`config.mk`:
```
export PLATFORM = sky130hd
export DESIGN_NAME = phased_step_rate_profile_executor_top
export DESIGN_NICKNAME = d
export VERILOG_FILES = /design/src/rtl/core/psrpe_pkg.sv /design/src/rtl/core/psrpe_ram.sv /design/src/rtl/core/psrpe_div.sv /design/src/rtl/core/phased_step_rate_profile_executor_top.sv
export SDC_FILE = /design/constraint.sdc
export NUM_CORES = 1
export LEC_CHECK = 0
export BUFFER_PORTS_ARGS = -buffer_cell sky130_fd_sc_hd__buf_4
export CORE_ASPECT_RATIO = 0.9
export CORE_MARGIN = 4
export CORE_UTILIZATION = 39
export CTS_CLUSTER_DIAMETER = 150
export DETAILED_ROUTE_END_ITERATION = 8
export GPL_TIMING_DRIVEN = 0
export PLACE_DENSITY = 0.62
export SLEW_MARGIN = 20
export SYNTH_ARGS = -nofsm -noshare
export SYNTH_HDL_FRONTEND = slang
export SYNTH_SLANG_ARGS = --single-unit
```
`constraint.sdc`:
```
create_clock -name clock -period 18.3 [get_ports clock]
set_clock_uncertainty 0.15 [all_clocks]
set_input_delay 0.915 -clock clock [delete_from_list [all_inputs] [get_ports clock]]
set_output_delay 0.915 -clock clock [all_outputs]
set_load 0.01 [all_outputs]
```
`src/rtl/core/psrpe_pkg.sv`:
```
// ----------------------------------------------------------------------------
// psrpe_pkg
// Types, codes and constants shared by the step-rate profile executor files.
// ----------------------------------------------------------------------------
package psrpe_pkg;

   localparam int PHASES_DEF          = 8;
   localparam int DEFAULT_REPEATS_DEF = 1;

   localparam int PERIOD_W = 32;
   localparam int FREQ_W   = 24;
   localparam int SLOPE_W  = 24;
   localparam int COUNT_W  = 16;

   localparam logic [PERIOD_W-1:0] TIMER_CLOCK_RESET = 32'd72000000;
   localparam logic [FREQ_W-1:0]   FREQ_MAX          = 24'hFFFFFF;
   localparam logic [SLOPE_W-1:0]  SLOPE_MAX         = 24'h7FFFFF;
   localparam logic [SLOPE_W-1:0]  SLOPE_MIN         = 24'h800000;

   // register word index taken from paddr[2]
   localparam logic REG_TIMER_CLOCK = 1'b0;

   typedef enum logic [1:0] {
      ACT_LOAD  = 2'd0,
      ACT_START = 2'd1,
      ACT_TICK  = 2'd2,
      ACT_BREAK = 2'd3
   } action_type;

   localparam logic [1:0] EVT_NONE  = 2'd0;
   localparam logic [1:0] EVT_DONE  = 2'd1;
   localparam logic [1:0] EVT_ESTOP = 2'd2;

   typedef struct packed {
      logic [COUNT_W-1:0] updates;
      logic [FREQ_W-1:0]  frequency;
      logic [SLOPE_W-1:0] slope;
      logic [SLOPE_W-1:0] slope_change;
   } phase_entry_type;

   // request payload, last member in the lowest bits
   typedef struct packed {
      logic [2:0]         pad;
      logic               tail_enabled;
      logic               reverse;
      logic [SLOPE_W-1:0] slope_change;
      logic [SLOPE_W-1:0] start_slope;
      logic [FREQ_W-1:0]  start_frequency;
      logic [COUNT_W-1:0] phase_updates;
      logic [2:0]         phase_index;
   } req_item_type;

   typedef struct packed {
      logic [1:0]          event_code;
      logic [2:0]          exec_phase;
      logic                direction;
      logic                motor_enable;
      logic                running;
      logic [COUNT_W-1:0]  repeat_count;
      logic [PERIOD_W-1:0] timer_period;
   } rsp_item_type;

   typedef struct packed {
      logic                start;
      logic [PERIOD_W-1:0] dividend;
      logic [FREQ_W-1:0]   divisor;
   } div_req_type;

   typedef struct packed {
      logic                done;
      logic [PERIOD_W-1:0] quotient;
   } div_rsp_type;

endpackage

```
`src/rtl/core/psrpe_ram.sv`:
```
// ----------------------------------------------------------------------------
// psrpe_ram
// Generic single-write, single-read RAM with registered read data.
// ----------------------------------------------------------------------------
module psrpe_ram #(
   parameter int WIDTH = 8,
   parameter int DEPTH = 8
) (
   input  logic                     clock,
   input  logic                     wr_en,
   input  logic [$clog2(DEPTH)-1:0] wr_addr,
   input  logic [WIDTH-1:0]         wr_data,
   input  logic [$clog2(DEPTH)-1:0] rd_addr,
   output logic [WIDTH-1:0]         rd_data
);

   logic [WIDTH-1:0] mem_ff [DEPTH];
   logic [WIDTH-1:0] rd_data_ff;

   always_ff @(posedge clock) begin
      if (wr_en) begin
         mem_ff[wr_addr] <= wr_data;
      end
      rd_data_ff <= mem_ff[rd_addr];
   end

   assign rd_data = rd_data_ff;

endmodule

```
`src/rtl/core/psrpe_div.sv`:
```
// ----------------------------------------------------------------------------
// psrpe_div
// Bit-serial restoring divider: one quotient bit per cycle, zero divisor
// answers with an all-ones quotient.
// ----------------------------------------------------------------------------
module psrpe_div
   import psrpe_pkg::*;
(
   input  logic        clock,
   input  logic        reset,
   input  div_req_type div_req,
   output div_rsp_type div_rsp
);

   localparam int CNT_W = $clog2(PERIOD_W);

   logic                busy_ff, busy_in;
   logic                done_ff, done_in;
   logic [CNT_W-1:0]    cnt_ff, cnt_in;
   logic [FREQ_W:0]     rem_ff, rem_in;
   logic [PERIOD_W-1:0] quo_ff, quo_in;
   logic [FREQ_W-1:0]   den_ff, den_in;

   logic [FREQ_W:0] rem_shift;
   logic            fits;

   assign rem_shift = {rem_ff[FREQ_W-1:0], quo_ff[PERIOD_W-1]};
   assign fits      = rem_shift >= {1'b0, den_ff};

   always_comb begin
      busy_in = busy_ff;
      done_in = 1'b0;
      cnt_in  = cnt_ff;
      rem_in  = rem_ff;
      quo_in  = quo_ff;
      den_in  = den_ff;
      if (div_req.start) begin
         if (div_req.divisor == '0) begin
            quo_in  = '1;
            done_in = 1'b1;
            busy_in = 1'b0;
         end else begin
            rem_in  = '0;
            quo_in  = div_req.dividend;
            den_in  = div_req.divisor;
            cnt_in  = CNT_W'(PERIOD_W - 1);
            busy_in = 1'b1;
         end
      end else if (busy_ff) begin
         // shift the next dividend bit in, subtract where it fits
         rem_in = fits ? (rem_shift - {1'b0, den_ff}) : rem_shift;
         quo_in = {quo_ff[PERIOD_W-2:0], fits};
         if (cnt_ff == '0) begin
            busy_in = 1'b0;
            done_in = 1'b1;
         end else begin
            cnt_in = cnt_ff - 1'b1;
         end
      end
   end

   always_ff @(posedge clock) begin
      if (reset) begin
         busy_ff <= 1'b0;
         done_ff <= 1'b0;
      end else begin
         busy_ff <= busy_in;
         done_ff <= done_in;
      end
      cnt_ff <= cnt_in;
      rem_ff <= rem_in;
      quo_ff <= quo_in;
      den_ff <= den_in;
   end

   assign div_rsp.done     = done_ff;
   assign div_rsp.quotient = quo_ff;

endmodule

```
`src/rtl/core/phased_step_rate_profile_executor_top.sv`:
```
// ----------------------------------------------------------------------------
// phased_step_rate_profile_executor_top
// S-curve step-rate generator driven by a table of motion phases.
// ----------------------------------------------------------------------------
// Usage: the req stream carries one item per transfer; req_tuser holds the
// action (load, start, update tick, break), req_tdata the phase fields. Every
// accepted item yields exactly one rsp transfer with the programmed timer
// period, repeat count, status lines, executing phase and event code. The
// timer_clock register sits on the csr APB port at byte address 0.
// Items are processed one at a time; the next one is taken the cycle after
// the result is registered. Load, break and an ignored tick go from the
// execute state straight to the result register. An update tick runs the
// 32-step bit-serial period divider, which returns all ones without
// stepping for a zero frequency; when the tick ends a phase, a phase scan
// follows, with one phase-RAM read per table entry examined. A start scans
// the table the same way and runs the divider once it enters a phase.
// The result sits in an output register; the next item is accepted while it
// waits, but its own result holds until the receiver takes the previous one.
// A stalled receiver therefore stalls the block after at most one more item.
// Reset (synchronous) clears the run state, sets the period to all ones and
// the repeat count to DEFAULT_REPEATS - 1; the phase table is not cleared and
// must be loaded before it is used.
// ----------------------------------------------------------------------------
module phased_step_rate_profile_executor_top
   import psrpe_pkg::*;
#(
   parameter int PHASES          = PHASES_DEF,
   parameter int DEFAULT_REPEATS = DEFAULT_REPEATS_DEF
) (
   input  logic        clock,
   input  logic        reset,
   input  logic        req_tvalid,
   output logic        req_tready,
   // phase_index[2:0], phase_updates[18:3], start_frequency[42:19],
   // start_slope[66:43], slope_change[90:67], reverse[91], tail_enabled[92]
   input  logic [95:0] req_tdata,
   // action[1:0]
   input  logic [1:0]  req_tuser,
   output logic        rsp_tvalid,
   input  logic        rsp_tready,
   // timer_period[31:0], repeat_count[47:32], running[48], motor_enable[49],
   // direction[50], exec_phase[53:51], event_code[55:54]
   output logic [55:0] rsp_tdata,
   input  logic        csr_psel,
   input  logic        csr_penable,
   input  logic        csr_pwrite,
   input  logic [2:0]  csr_paddr,
   input  logic [31:0] csr_pwdata,
   output logic [31:0] csr_prdata,
   output logic        csr_pready
);

   localparam int PH_W = $clog2(PHASES);
   localparam logic [PH_W-1:0]    TAIL_IDX = PH_W'(PHASES - 1);
   localparam logic [COUNT_W-1:0] REP_INIT = COUNT_W'(DEFAULT_REPEATS - 1);

   typedef enum logic [2:0] {
      S_IDLE,
      S_EXEC,
      S_READ,
      S_CHECK,
      S_DIVGO,
      S_DIVWAIT,
      S_ADV,
      S_EMIT
   } state_type;

   // configuration
   logic [PERIOD_W-1:0] timer_clock_ff;
   logic                csr_wr;

   assign csr_pready = 1'b1;
   assign csr_wr     = csr_psel && csr_penable && csr_pwrite && csr_pready;
   assign csr_prdata = (csr_paddr[2] == REG_TIMER_CLOCK) ? timer_clock_ff : '0;

   always_ff @(posedge clock) begin
      if (reset) begin
         timer_clock_ff <= TIMER_CLOCK_RESET;
      end else if (csr_wr && (csr_paddr[2] == REG_TIMER_CLOCK)) begin
         timer_clock_ff <= csr_pwdata;
      end
   end

   // control and run state
   state_type           state_ff, state_in;
   req_item_type        item_ff, item_in;
   action_type          action_ff, action_in;
   logic [FREQ_W-1:0]   freq_ff, freq_in;
   logic [SLOPE_W-1:0]  slope_ff, slope_in;
   logic [SLOPE_W-1:0]  jerk_ff, jerk_in;
   logic [COUNT_W-1:0]  upd_ff, upd_in;
   logic [PH_W-1:0]     phase_ff, phase_in;
   logic                running_ff, running_in;
   logic                enable_ff, enable_in;
   logic                reverse_ff, reverse_in;
   logic                tail_ff, tail_in;
   logic [COUNT_W-1:0]  repeats_ff, repeats_in;
   logic [PERIOD_W-1:0] period_ff, period_in;
   logic [PH_W-1:0]     scan_ff, scan_in;
   logic                start_mode_ff, start_mode_in;
   logic                adv_ff, adv_in;
   logic [1:0]          event_ff, event_in;
   logic                rsp_valid_ff, rsp_valid_in;
   rsp_item_type        rsp_data_ff, rsp_data_in;

   // phase table
   phase_entry_type entry_wr, entry_rd;
   logic            ram_we;
   logic [PH_W+2:0] load_idx_ext;
   logic            load_ok;

   assign load_idx_ext = {{PH_W{1'b0}}, item_ff.phase_index};
   assign load_ok      = load_idx_ext < (PH_W + 3)'(PHASES);

   assign entry_wr.updates      = item_ff.phase_updates;
   assign entry_wr.frequency    = item_ff.start_frequency;
   assign entry_wr.slope        = item_ff.start_slope;
   assign entry_wr.slope_change = item_ff.slope_change;

   psrpe_ram #(
      .WIDTH($bits(phase_entry_type)),
      .DEPTH(PHASES)
   ) u_table (
      .clock  (clock),
      .wr_en  (ram_we),
      .wr_addr(load_idx_ext[PH_W-1:0]),
      .wr_data(entry_wr),
      .rd_addr(scan_ff),
      .rd_data(entry_rd)
   );

   // period divider
   div_req_type div_req;
   div_rsp_type div_rsp;

   assign div_req.start    = (state_ff == S_DIVGO);
   assign div_req.dividend = timer_clock_ff;
   assign div_req.divisor  = freq_ff;

   psrpe_div u_div (
      .clock  (clock),
      .reset  (reset),
      .div_req(div_req),
      .div_rsp(div_rsp)
   );

   // saturating rate update
   logic signed [FREQ_W+1:0] f_sum;
   logic signed [SLOPE_W:0]  s_sum;
   logic [FREQ_W-1:0]        f_sat;
   logic [SLOPE_W-1:0]       s_sat;

   assign f_sum = $signed({2'b00, freq_ff}) + $signed({{2{slope_ff[SLOPE_W-1]}}, slope_ff});
   assign s_sum = $signed({slope_ff[SLOPE_W-1], slope_ff})
                + $signed({jerk_ff[SLOPE_W-1], jerk_ff});

   always_comb begin
      if (f_sum[FREQ_W+1]) begin
         f_sat = '0;
      end else if (f_sum[FREQ_W]) begin
         f_sat = FREQ_MAX;
      end else begin
         f_sat = f_sum[FREQ_W-1:0];
      end
      if (s_sum[SLOPE_W] != s_sum[SLOPE_W-1]) begin
         s_sat = s_sum[SLOPE_W] ? SLOPE_MIN : SLOPE_MAX;
      end else begin
         s_sat = s_sum[SLOPE_W-1:0];
      end
   end

   logic [COUNT_W-1:0] upd_dec;
   logic               out_free;
   logic [PH_W+2:0]    phase_ext;

   assign upd_dec    = upd_ff - 1'b1;
   assign out_free   = !rsp_valid_ff || rsp_tready;
   assign phase_ext  = {3'b000, phase_ff};
   assign req_tready = (state_ff == S_IDLE);

   always_comb begin
      state_in      = state_ff;
      item_in       = item_ff;
      action_in     = action_ff;
      freq_in       = freq_ff;
      slope_in      = slope_ff;
      jerk_in       = jerk_ff;
      upd_in        = upd_ff;
      phase_in      = phase_ff;
      running_in    = running_ff;
      enable_in     = enable_ff;
      reverse_in    = reverse_ff;
      tail_in       = tail_ff;
      repeats_in    = repeats_ff;
      period_in     = period_ff;
      scan_in       = scan_ff;
      start_mode_in = start_mode_ff;
      adv_in        = adv_ff;
      event_in      = event_ff;
      rsp_valid_in  = rsp_valid_ff && !rsp_tready;
      rsp_data_in   = rsp_data_ff;
      ram_we        = 1'b0;

      unique case (state_ff)
         S_IDLE: begin
            if (req_tvalid) begin
               item_in   = req_tdata;
               action_in = action_type'(req_tuser);
               state_in  = S_EXEC;
            end
         end
         S_EXEC: begin
            event_in = EVT_NONE;
            adv_in   = 1'b0;
            state_in = S_EMIT;
            unique case (action_ff)
               ACT_LOAD: begin
                  ram_we = load_ok;
               end
               ACT_START: begin
                  running_in    = 1'b0;
                  tail_in       = item_ff.tail_enabled;
                  repeats_in    = REP_INIT;
                  start_mode_in = 1'b1;
                  scan_in       = '0;
                  state_in      = S_READ;
               end
               ACT_TICK: begin
                  if (running_ff) begin
                     freq_in  = f_sat;
                     slope_in = s_sat;
                     upd_in   = upd_dec;
                     adv_in   = (upd_dec == '0);
                     state_in = S_DIVGO;
                  end
               end
               ACT_BREAK: begin
                  if (running_ff) begin
                     running_in = 1'b0;
                     enable_in  = 1'b0;
                     event_in   = EVT_ESTOP;
                  end
               end
               default: begin
                  state_in = S_EMIT;
               end
            endcase
         end
         S_READ: begin
            // wait for the table read of scan_ff
            state_in = S_CHECK;
         end
         S_CHECK: begin
            if ((scan_ff != TAIL_IDX) && (entry_rd.updates == '0)) begin
               scan_in  = scan_ff + 1'b1;
               state_in = S_READ;
            end else if ((scan_ff != TAIL_IDX)
                         || (tail_ff && (entry_rd.updates != '0))) begin
               // enter the phase
               freq_in  = entry_rd.frequency;
               slope_in = entry_rd.slope;
               jerk_in  = entry_rd.slope_change;
               phase_in = scan_ff;
               if (scan_ff == TAIL_IDX) begin
                  upd_in     = COUNT_W'(1);
                  repeats_in = entry_rd.updates - 1'b1;
               end else begin
                  upd_in = entry_rd.updates;
               end
               if (start_mode_ff) begin
                  running_in = 1'b1;
                  enable_in  = 1'b1;
                  reverse_in = item_ff.reverse;
                  adv_in     = 1'b0;
                  state_in   = S_DIVGO;
               end else begin
                  state_in = S_EMIT;
               end
            end else begin
               // no phase left: a start does nothing, a run completes
               if (!start_mode_ff) begin
                  phase_in   = TAIL_IDX;
                  running_in = 1'b0;
                  event_in   = EVT_DONE;
               end
               state_in = S_EMIT;
            end
         end
         S_DIVGO: begin
            state_in = S_DIVWAIT;
         end
         S_DIVWAIT: begin
            if (div_rsp.done) begin
               period_in = div_rsp.quotient;
               state_in  = adv_ff ? S_ADV : S_EMIT;
            end
         end
         S_ADV: begin
            if (phase_ff >= TAIL_IDX) begin
               running_in = 1'b0;
               event_in   = EVT_DONE;
               state_in   = S_EMIT;
            end else begin
               start_mode_in = 1'b0;
               scan_in       = phase_ff + 1'b1;
               state_in      = S_READ;
            end
         end
         S_EMIT: begin
            if (out_free) begin
               rsp_valid_in             = 1'b1;
               rsp_data_in.timer_period = period_ff;
               rsp_data_in.repeat_count = repeats_ff;
               rsp_data_in.running      = running_ff;
               rsp_data_in.motor_enable = enable_ff;
               rsp_data_in.direction    = reverse_ff;
               rsp_data_in.exec_phase   = phase_ext[2:0];
               rsp_data_in.event_code   = event_ff;
               state_in                 = S_IDLE;
            end
         end
         default: begin
            state_in = S_IDLE;
         end
      endcase
   end

   always_ff @(posedge clock) begin
      if (reset) begin
         state_ff     <= S_IDLE;
         freq_ff      <= '0;
         slope_ff     <= '0;
         jerk_ff      <= '0;
         upd_ff       <= '0;
         phase_ff     <= '0;
         running_ff   <= 1'b0;
         enable_ff    <= 1'b0;
         reverse_ff   <= 1'b0;
         tail_ff      <= 1'b0;
         repeats_ff   <= REP_INIT;
         period_ff    <= '1;
         rsp_valid_ff <= 1'b0;
      end else begin
         state_ff     <= state_in;
         freq_ff      <= freq_in;
         slope_ff     <= slope_in;
         jerk_ff      <= jerk_in;
         upd_ff       <= upd_in;
         phase_ff     <= phase_in;
         running_ff   <= running_in;
         enable_ff    <= enable_in;
         reverse_ff   <= reverse_in;
         tail_ff      <= tail_in;
         repeats_ff   <= repeats_in;
         period_ff    <= period_in;
         rsp_valid_ff <= rsp_valid_in;
      end
      item_ff       <= item_in;
      action_ff     <= action_in;
      scan_ff       <= scan_in;
      start_mode_ff <= start_mode_in;
      adv_ff        <= adv_in;
      event_ff      <= event_in;
      rsp_data_ff   <= rsp_data_in;
   end

   assign rsp_tvalid = rsp_valid_ff;
   assign rsp_tdata  = rsp_data_ff;

endmodule

```
Word level (Yosys, flattened, before mapping)

Memory sizes are Yosys's and may differ from the RTL's. A register that Yosys moved wholly into a read port is not among the register bits.
Index checks and enable logic that the tools add are counted.

Output and inout port bits: 91
Word-level logic and storage cells: 226
Memories: 1
Bits of input ports: 140
Register bits: 424
Bits in writable memories: 704

Memory list:

| memory         | words | bits a word | rd ports | clocked after memory_dff | wr ports | line            | RTL |
|---|---|---|---|---|---|---|---|
| u_table.mem_ff | 8     | 88          | 1        | 1                        | 1        | psrpe_ram.sv:17 | `logic [WIDTH-1:0] mem_ff [DEPTH];` |

Reduce and logical (&&, ||, !) cells: 41
Add/sub/neg operators: 8
Bitwise logic cells: 3
Magnitude comparators: 3
Muxes and demuxes: 96
Eq/ne operators: 35

Operators by type and width:

| operator                                            | count |
|---|---|
| 2-to-1 mux 24 bit                                   | 16 |
| 2-to-1 mux 16 bit                                   | 9 |
| 2-to-1 mux 32 bit                                   | 4 |
| case mux 24 bit (2 select lines)                    | 2 |
| case mux 16 bit (2 select lines)                    | 2 |
| 2-to-1 mux 3 bit                                    | 11 |
| logical NOT 16 bit                                  | 2 |
| 2-to-1 mux 1 bit                                    | 32 |
| != test 2 bit (second input constant)               | 16 |
| subtractor 16 x 1 -> 16 bit (second input constant) | 2 |
| adder 25 x 24 -> 26 bit                             | 1 |
| adder 24 x 24 -> 25 bit                             | 1 |
| >= comparator 25 x 24 -> 1 bit                      | 1 |
| logical NOT 24 bit                                  | 1 |
| case mux 3 bit (8 select lines)                     | 1 |
| subtractor 24 bit                                   | 1 |
| 2-to-1 mux 5 bit                                    | 4 |
| 2-to-1 mux 2 bit                                    | 8 |
| nonzero test 16 bit                                 | 1 |
| == test 3 bit (second input constant)               | 5 |
| AND reduction 3 bit                                 | 5 |
| AND reduction 5 bit                                 | 3 |
| AND reduction 2 bit                                 | 6 |
| AND reduction 4 bit                                 | 3 |
| other kinds (27)                                    | 49 |

Logic depth before layout (Yosys ltp)

Depth after elaboration: 6
Depth in mapped cells: 12
Gate-level depth less buffers: 11

By module

From an unflattened synthesis, not the netlist that was laid out.

Cell total of the unflattened synthesis: 3268
Area, all modules: 49048.3 um^2

Modules (own cells, without submodules):

| module                                | cells each | area each (um^2) | instances | seq. area each (um^2) |
|---|---|---|---|---|
| psrpe_ram                             | 1119       | 28233.3          | 1         | 22902.0 |
| phased_step_rate_profile_executor_top | 1611       | 15611.2          | 1         | 8328.0 |
| psrpe_div                             | 538        | 5203.7           | 1         | 2592.5 |

Least setup slack after synthesis

Ideal clock, no wire load.

Path kind: flip-flop to flip-flop
From: register state_ff[0]
To: memory u_table.mem_ff[0][0] (netlist name), enable pin
Data arrival time: 7.037 ns
Clock period less this slack: 7.830 ns
Path slack: 10.470 ns
Cell stages (with the launch flop): 6
Library setup time: 0.642 ns
Path buffers: 1
Required time: 17.508 ns
Path through: dfxtp_1 clkbuf_1 nand2b_1 nor2_1 nand3b_1 nor3_1

Word-level cells in the longest chain between the ends: 4

RTL lines:

| what                                   | line                                         | RTL |
|---|---|---|
| from (decl)                            | phased_step_rate_profile_executor_top.sv:85  | `state_type state_ff, state_in;` |
| from (signal assigned)                 | phased_step_rate_profile_executor_top.sv:344 | `state_ff <= state_in;` |
| == test 3 x 1 -> 1 bit                 | phased_step_rate_profile_executor_top.sv:204 | `unique case (state_ff)` |
| 2-to-1 mux 1 bit                       | phased_step_rate_profile_executor_top.sv:204 |  |
| 2-to-1 mux 1 bit                       | psrpe_ram.sv:21                              | `if (wr_en) begin` |
| 2-to-1 mux 1 bit (not written as such) | psrpe_ram.sv:22                              | `mem_ff[wr_addr] <= wr_data;` |
| to (decl)                              | psrpe_ram.sv:17                              |  |

Every way passes these cells.

Worst setup path after layout

From: register state_ff[0]
To: memory u_table.mem_ff[0][5] (netlist name), enable pin

The elaborated chain is that of the path after synthesis.

==> impl_metrics.tcl <==
set metrics [dict create \
    run_status "finished clean" \
    fmax_mhz 244 \
    synth.distinct_cells 87 \
    io_pins 231 \
    grt_remaining_overflow 0 \
    synth_flop_cell "edfxtp_1" \
    post-cts-setup-buffers 0 \
    syn_nets 3386 \
    clk_pin_slew_ps 60 \
    syn_avg_cell_area_um2 15.4 \
    setup_slack_ps 14190 \
    gp_congestion 0.921 \
    min_path_type "primary input to flop" \
    top_layer "met5" \
    rsz0062_at_grt "false" \
    drt_first_pass_iters 6 \
    port_buffers 224 \
    num_vias 28100 \
    ant_nets 0 \
    r2r_cells 11 \
    setup_viol 0 \
    netlist.area_leader.share 0.585 \
    drt_wl_total_mm 120 \
    synth_enable_flop_cells 947 \
    swShare 0.280 \
    antenna_cells 0 \
    ys_seq_area_frac 0.695 \
    clock_sinks 1216 \
    cts_htree_levels 3 \
    die-area_um2 130000 \
    cts.repair.resized 0 \
    drv_cap 0 \
    min_period_ps 4110 \
    wl_per_cell_um 22.7 \
    drv_slew 0 \
    track_usage 0.181 \
    dp_slack_ps 14280 \
    slew_headroom 0.199 \
    leakage_nw 19.9 \
    die_w_um 380 \
    core_um2 123000 \
    end_kind "flop" \
    tns_ps 0 \
    numCtsBuffers 116 \
    wl_met1_mm 52.2 \
    holdPathStages 1 \
    min_from "req_tdata[0]" \
    hold_viol_final 0 \
    met3WireLength_mm 7.48 \
    crit_type "flop to flop" \
    p_clk_frac 0.323 \
    fillers 10700 \
    required_ps 18590 \
    drive_above_1_share 0.219 \
    async_flop_share 0 \
    synth_cells 3160 \
    post-dp-hpwl_mm 84.6 \
    p_per_area_nw_per_um2 129 \
    max_slew.worst_pin.slew_ps 1200 \
    grt_max_degree 49 \
    avgViaCountPerCell 5.32 \
    grt_pass1_vias 27800 \
    r2r_end "u_table.mem_ff[0][5]$_DFFE_PP_" \
    grt_pass1_wl_mm 178 \
    synth-seq-cells 1216 \
    clk_latency_ps 750 \
    internal-power_mw 5.34 \
    cts_hold_buf 0 \
    whs_endpoint "item_ff[0]$_DFFE_PP_" \
    yosys_warnings 0 \
    arrival_ps 4390 \
    nets 3792 \
    syn2layout_area_growth_pct 17.9 \
    worstPathMaxFanout 8 \
    die_h_um 343 \
    vdd_drop_max_uv 102 \
    synth_area_um2 48600 \
    drcViolationCount 0 \
    rows 122 \
    start_util 0.394 \
    fin_crit_sh 0.224 \
    comb_power_share 0.190 \
    cts-root-buf "clkbuf_16" \
    synth_area_leaders "edfxtp_1, dfxtp_1, mux4_2" \
    clockBufferDepth 3 \
    pwr-share-seq 0.487 \
    cts_tree "done" \
    wl_met2_mm 56.8 \
    grt_antenna_before_repair 2 \
    switchingPower_mw 2.07 \
    synth_top_cell_by_area "edfxtp_1" \
    r2r_slack_ps 14190 \
    worst_setup_path_start_kind "flop" \
    r2r_start "state_ff[0]$_SDFFE_PP0P_" \
    drt-initial-drc-count 2197 \
]
power by group through the flow:
stage	Clock, mW	Combinational, mW	Sequential, mW
floorplan	0	0.995	3.56
global placement	0	1.36	3.68
detailed placement	0	1.40	3.67
CTS	2.45	1.41	3.61
global route	2.58	1.54	3.64
finish	2.39	1.41	3.61
worst max path at each step:
stage                                   startpoint  slack [ps]                              end  depth (start not counted)
after floorplan           state_ff[0]$_SDFFE_PP0P_       10470   u_table.mem_ff[0][0]$_DFFE_PP_                          5
after global placement    state_ff[0]$_SDFFE_PP0P_        2860  u_table.mem_ff[1][13]$_DFFE_PP_                          5
after detailed placement  scan_ff[0]$_SDFFCE_PN0P_       14280       u_table.rd_data[1]$_DFF_P_                          5
after CTS                 scan_ff[0]$_SDFFCE_PN0P_       14150      u_table.rd_data[60]$_DFF_P_                          5
after global routing      state_ff[0]$_SDFFE_PP0P_       13970   u_table.mem_ff[0][5]$_DFFE_PP_                         11
final                     state_ff[0]$_SDFFE_PP0P_       14190   u_table.mem_ff[0][5]$_DFFE_PP_                         11
layout make-up:
class | instances | area [µm²] | area share
sequential | 1216 | 33800 | 0.589
multi-input combinational | 1723 | 14000 | 0.244
clock buffer | 171 | 3350 | 0.0584
timing repair buffer | 288 | 2770 | 0.0482
tap | 1612 | 2020 | 0.0352
buffer | 162 | 671 | 0.0117
clock inverter | 51 | 517 | 0.00901
inverter | 59 | 221 | 0.00386
through the flow:
stage	total power [mW]	util	instance area (µm²)	hold WS, ps	instances
final	7.41	0.465	57400	192	5282
after global placement	5.04	0.424	52300	254	4996
after detailed placement	5.07	0.433	53500	261	5060
after global routing	7.76	0.465	57400	139	5282
after floorplan	4.55	-	48600	250	3160
after CTS	7.47	0.465	57400	136	5282
worst max-delay path, cell delays in order, from the launching register on:
cell,delay [ps]
dfxtp_1,310
clkbuf_1,260
nand2b_1,180
nor2_1,530
nand3b_1,430
nor3_2,610
buf_4,310
buf_4,190
buf_4,210
buf_4,210
buf_4,200
buf_6,160
layout by cell type, fill, tap and decap left out, drive strengths merged, types with 12 or more instances in the layout:
| master | synthesis | routed |
|---|---|---|
| o22a | 32 | 32 |
| nor3 | 72 | 72 |
| a211oi | 49 | 49 |
| o21a | 16 | 16 |
| edfxtp | 947 | 947 |
| mux2i | 21 | 21 |
| o21ai | 99 | 99 |
| ha | 83 | 83 |
| dfxtp | 269 | 269 |
| nor2 | 165 | 165 |
| clkinv | 1 | 40 |
| nor4 | 14 | 14 |
| xor2 | 18 | 18 |
| nand2b | 19 | 19 |
| a221oi | 27 | 27 |
| o211ai | 19 | 19 |
| clkbuf | 115 | 286 |
| xnor2 | 44 | 44 |
| nor2b | 42 | 42 |
| inv | 58 | 61 |
| a31oi | 17 | 17 |
| buf | 47 | 335 |
| and3 | 16 | 16 |
| a21o | 31 | 31 |
| mux4 | 176 | 176 |
| nand4 | 12 | 12 |
| nand2 | 294 | 294 |
| nand3b | 50 | 50 |
| mux2 | 88 | 88 |
| a21oi | 185 | 185 |
| nand3 | 25 | 25 |
synth_stat cells (all sizes together) (14+ instances only):
master	number
a21o	31
nand2b	19
dfxtp	269
and3	16
a211oi	49
nand3b	50
a31oi	17
o22a	32
nor3	72
nor2b	42
mux2i	21
buf	47
nand3	25
a21oi	185
clkbuf	115
xor2	18
o211ai	19
edfxtp	947
o21ai	99
nor4	14
mux2	88
ha	83
inv	58
nor2	165
mux4	176
xnor2	44
o21a	16
a221oi	27
nand2	294
state kept, by name (all words and copies together) (netlist names), 5 cells and up:
name,count
u_table.mem_ff,704
entry_wr,88
u_table.rd_data,88
rsp_tdata,56
period_ff,32
timer_clock_ff,32
u_div.quo_ff,32
freq_ff,24
jerk_ff,24
slope_ff,24
u_div.den_ff,24
u_div.rem_ff,24
repeats_ff,16
upd_ff,16
item_ff,5
u_div.cnt_ff,5
per-layer routing:
metal  track usage  vias to the layer above
met2         0.295                      864
li1              -                    13000
met1         0.247                    14000
met4        0.0501                        4
met3        0.0394                      175
met5             0                        -
logic make-up (layout without fill, tap and decap cells):
family | after synthesis | count (layout) | share of synthesized area
AOI/OAI and AO/OA | 538 | 538 | 0.0726
DFF | 1216 | 1216 | 0.695
muxes | 285 | 285 | 0.106
and+or+nand+nor | 750 | 750 | 0.0738
buffers and inverters | 221 | 731 | 0.0182
other | 1 | 1 | 0.0000771
adders and majority gates | 87 | 87 | 0.0228
xor gates and xnor gates | 62 | 62 | 0.0112
Power figures use the tool's default switching activity.
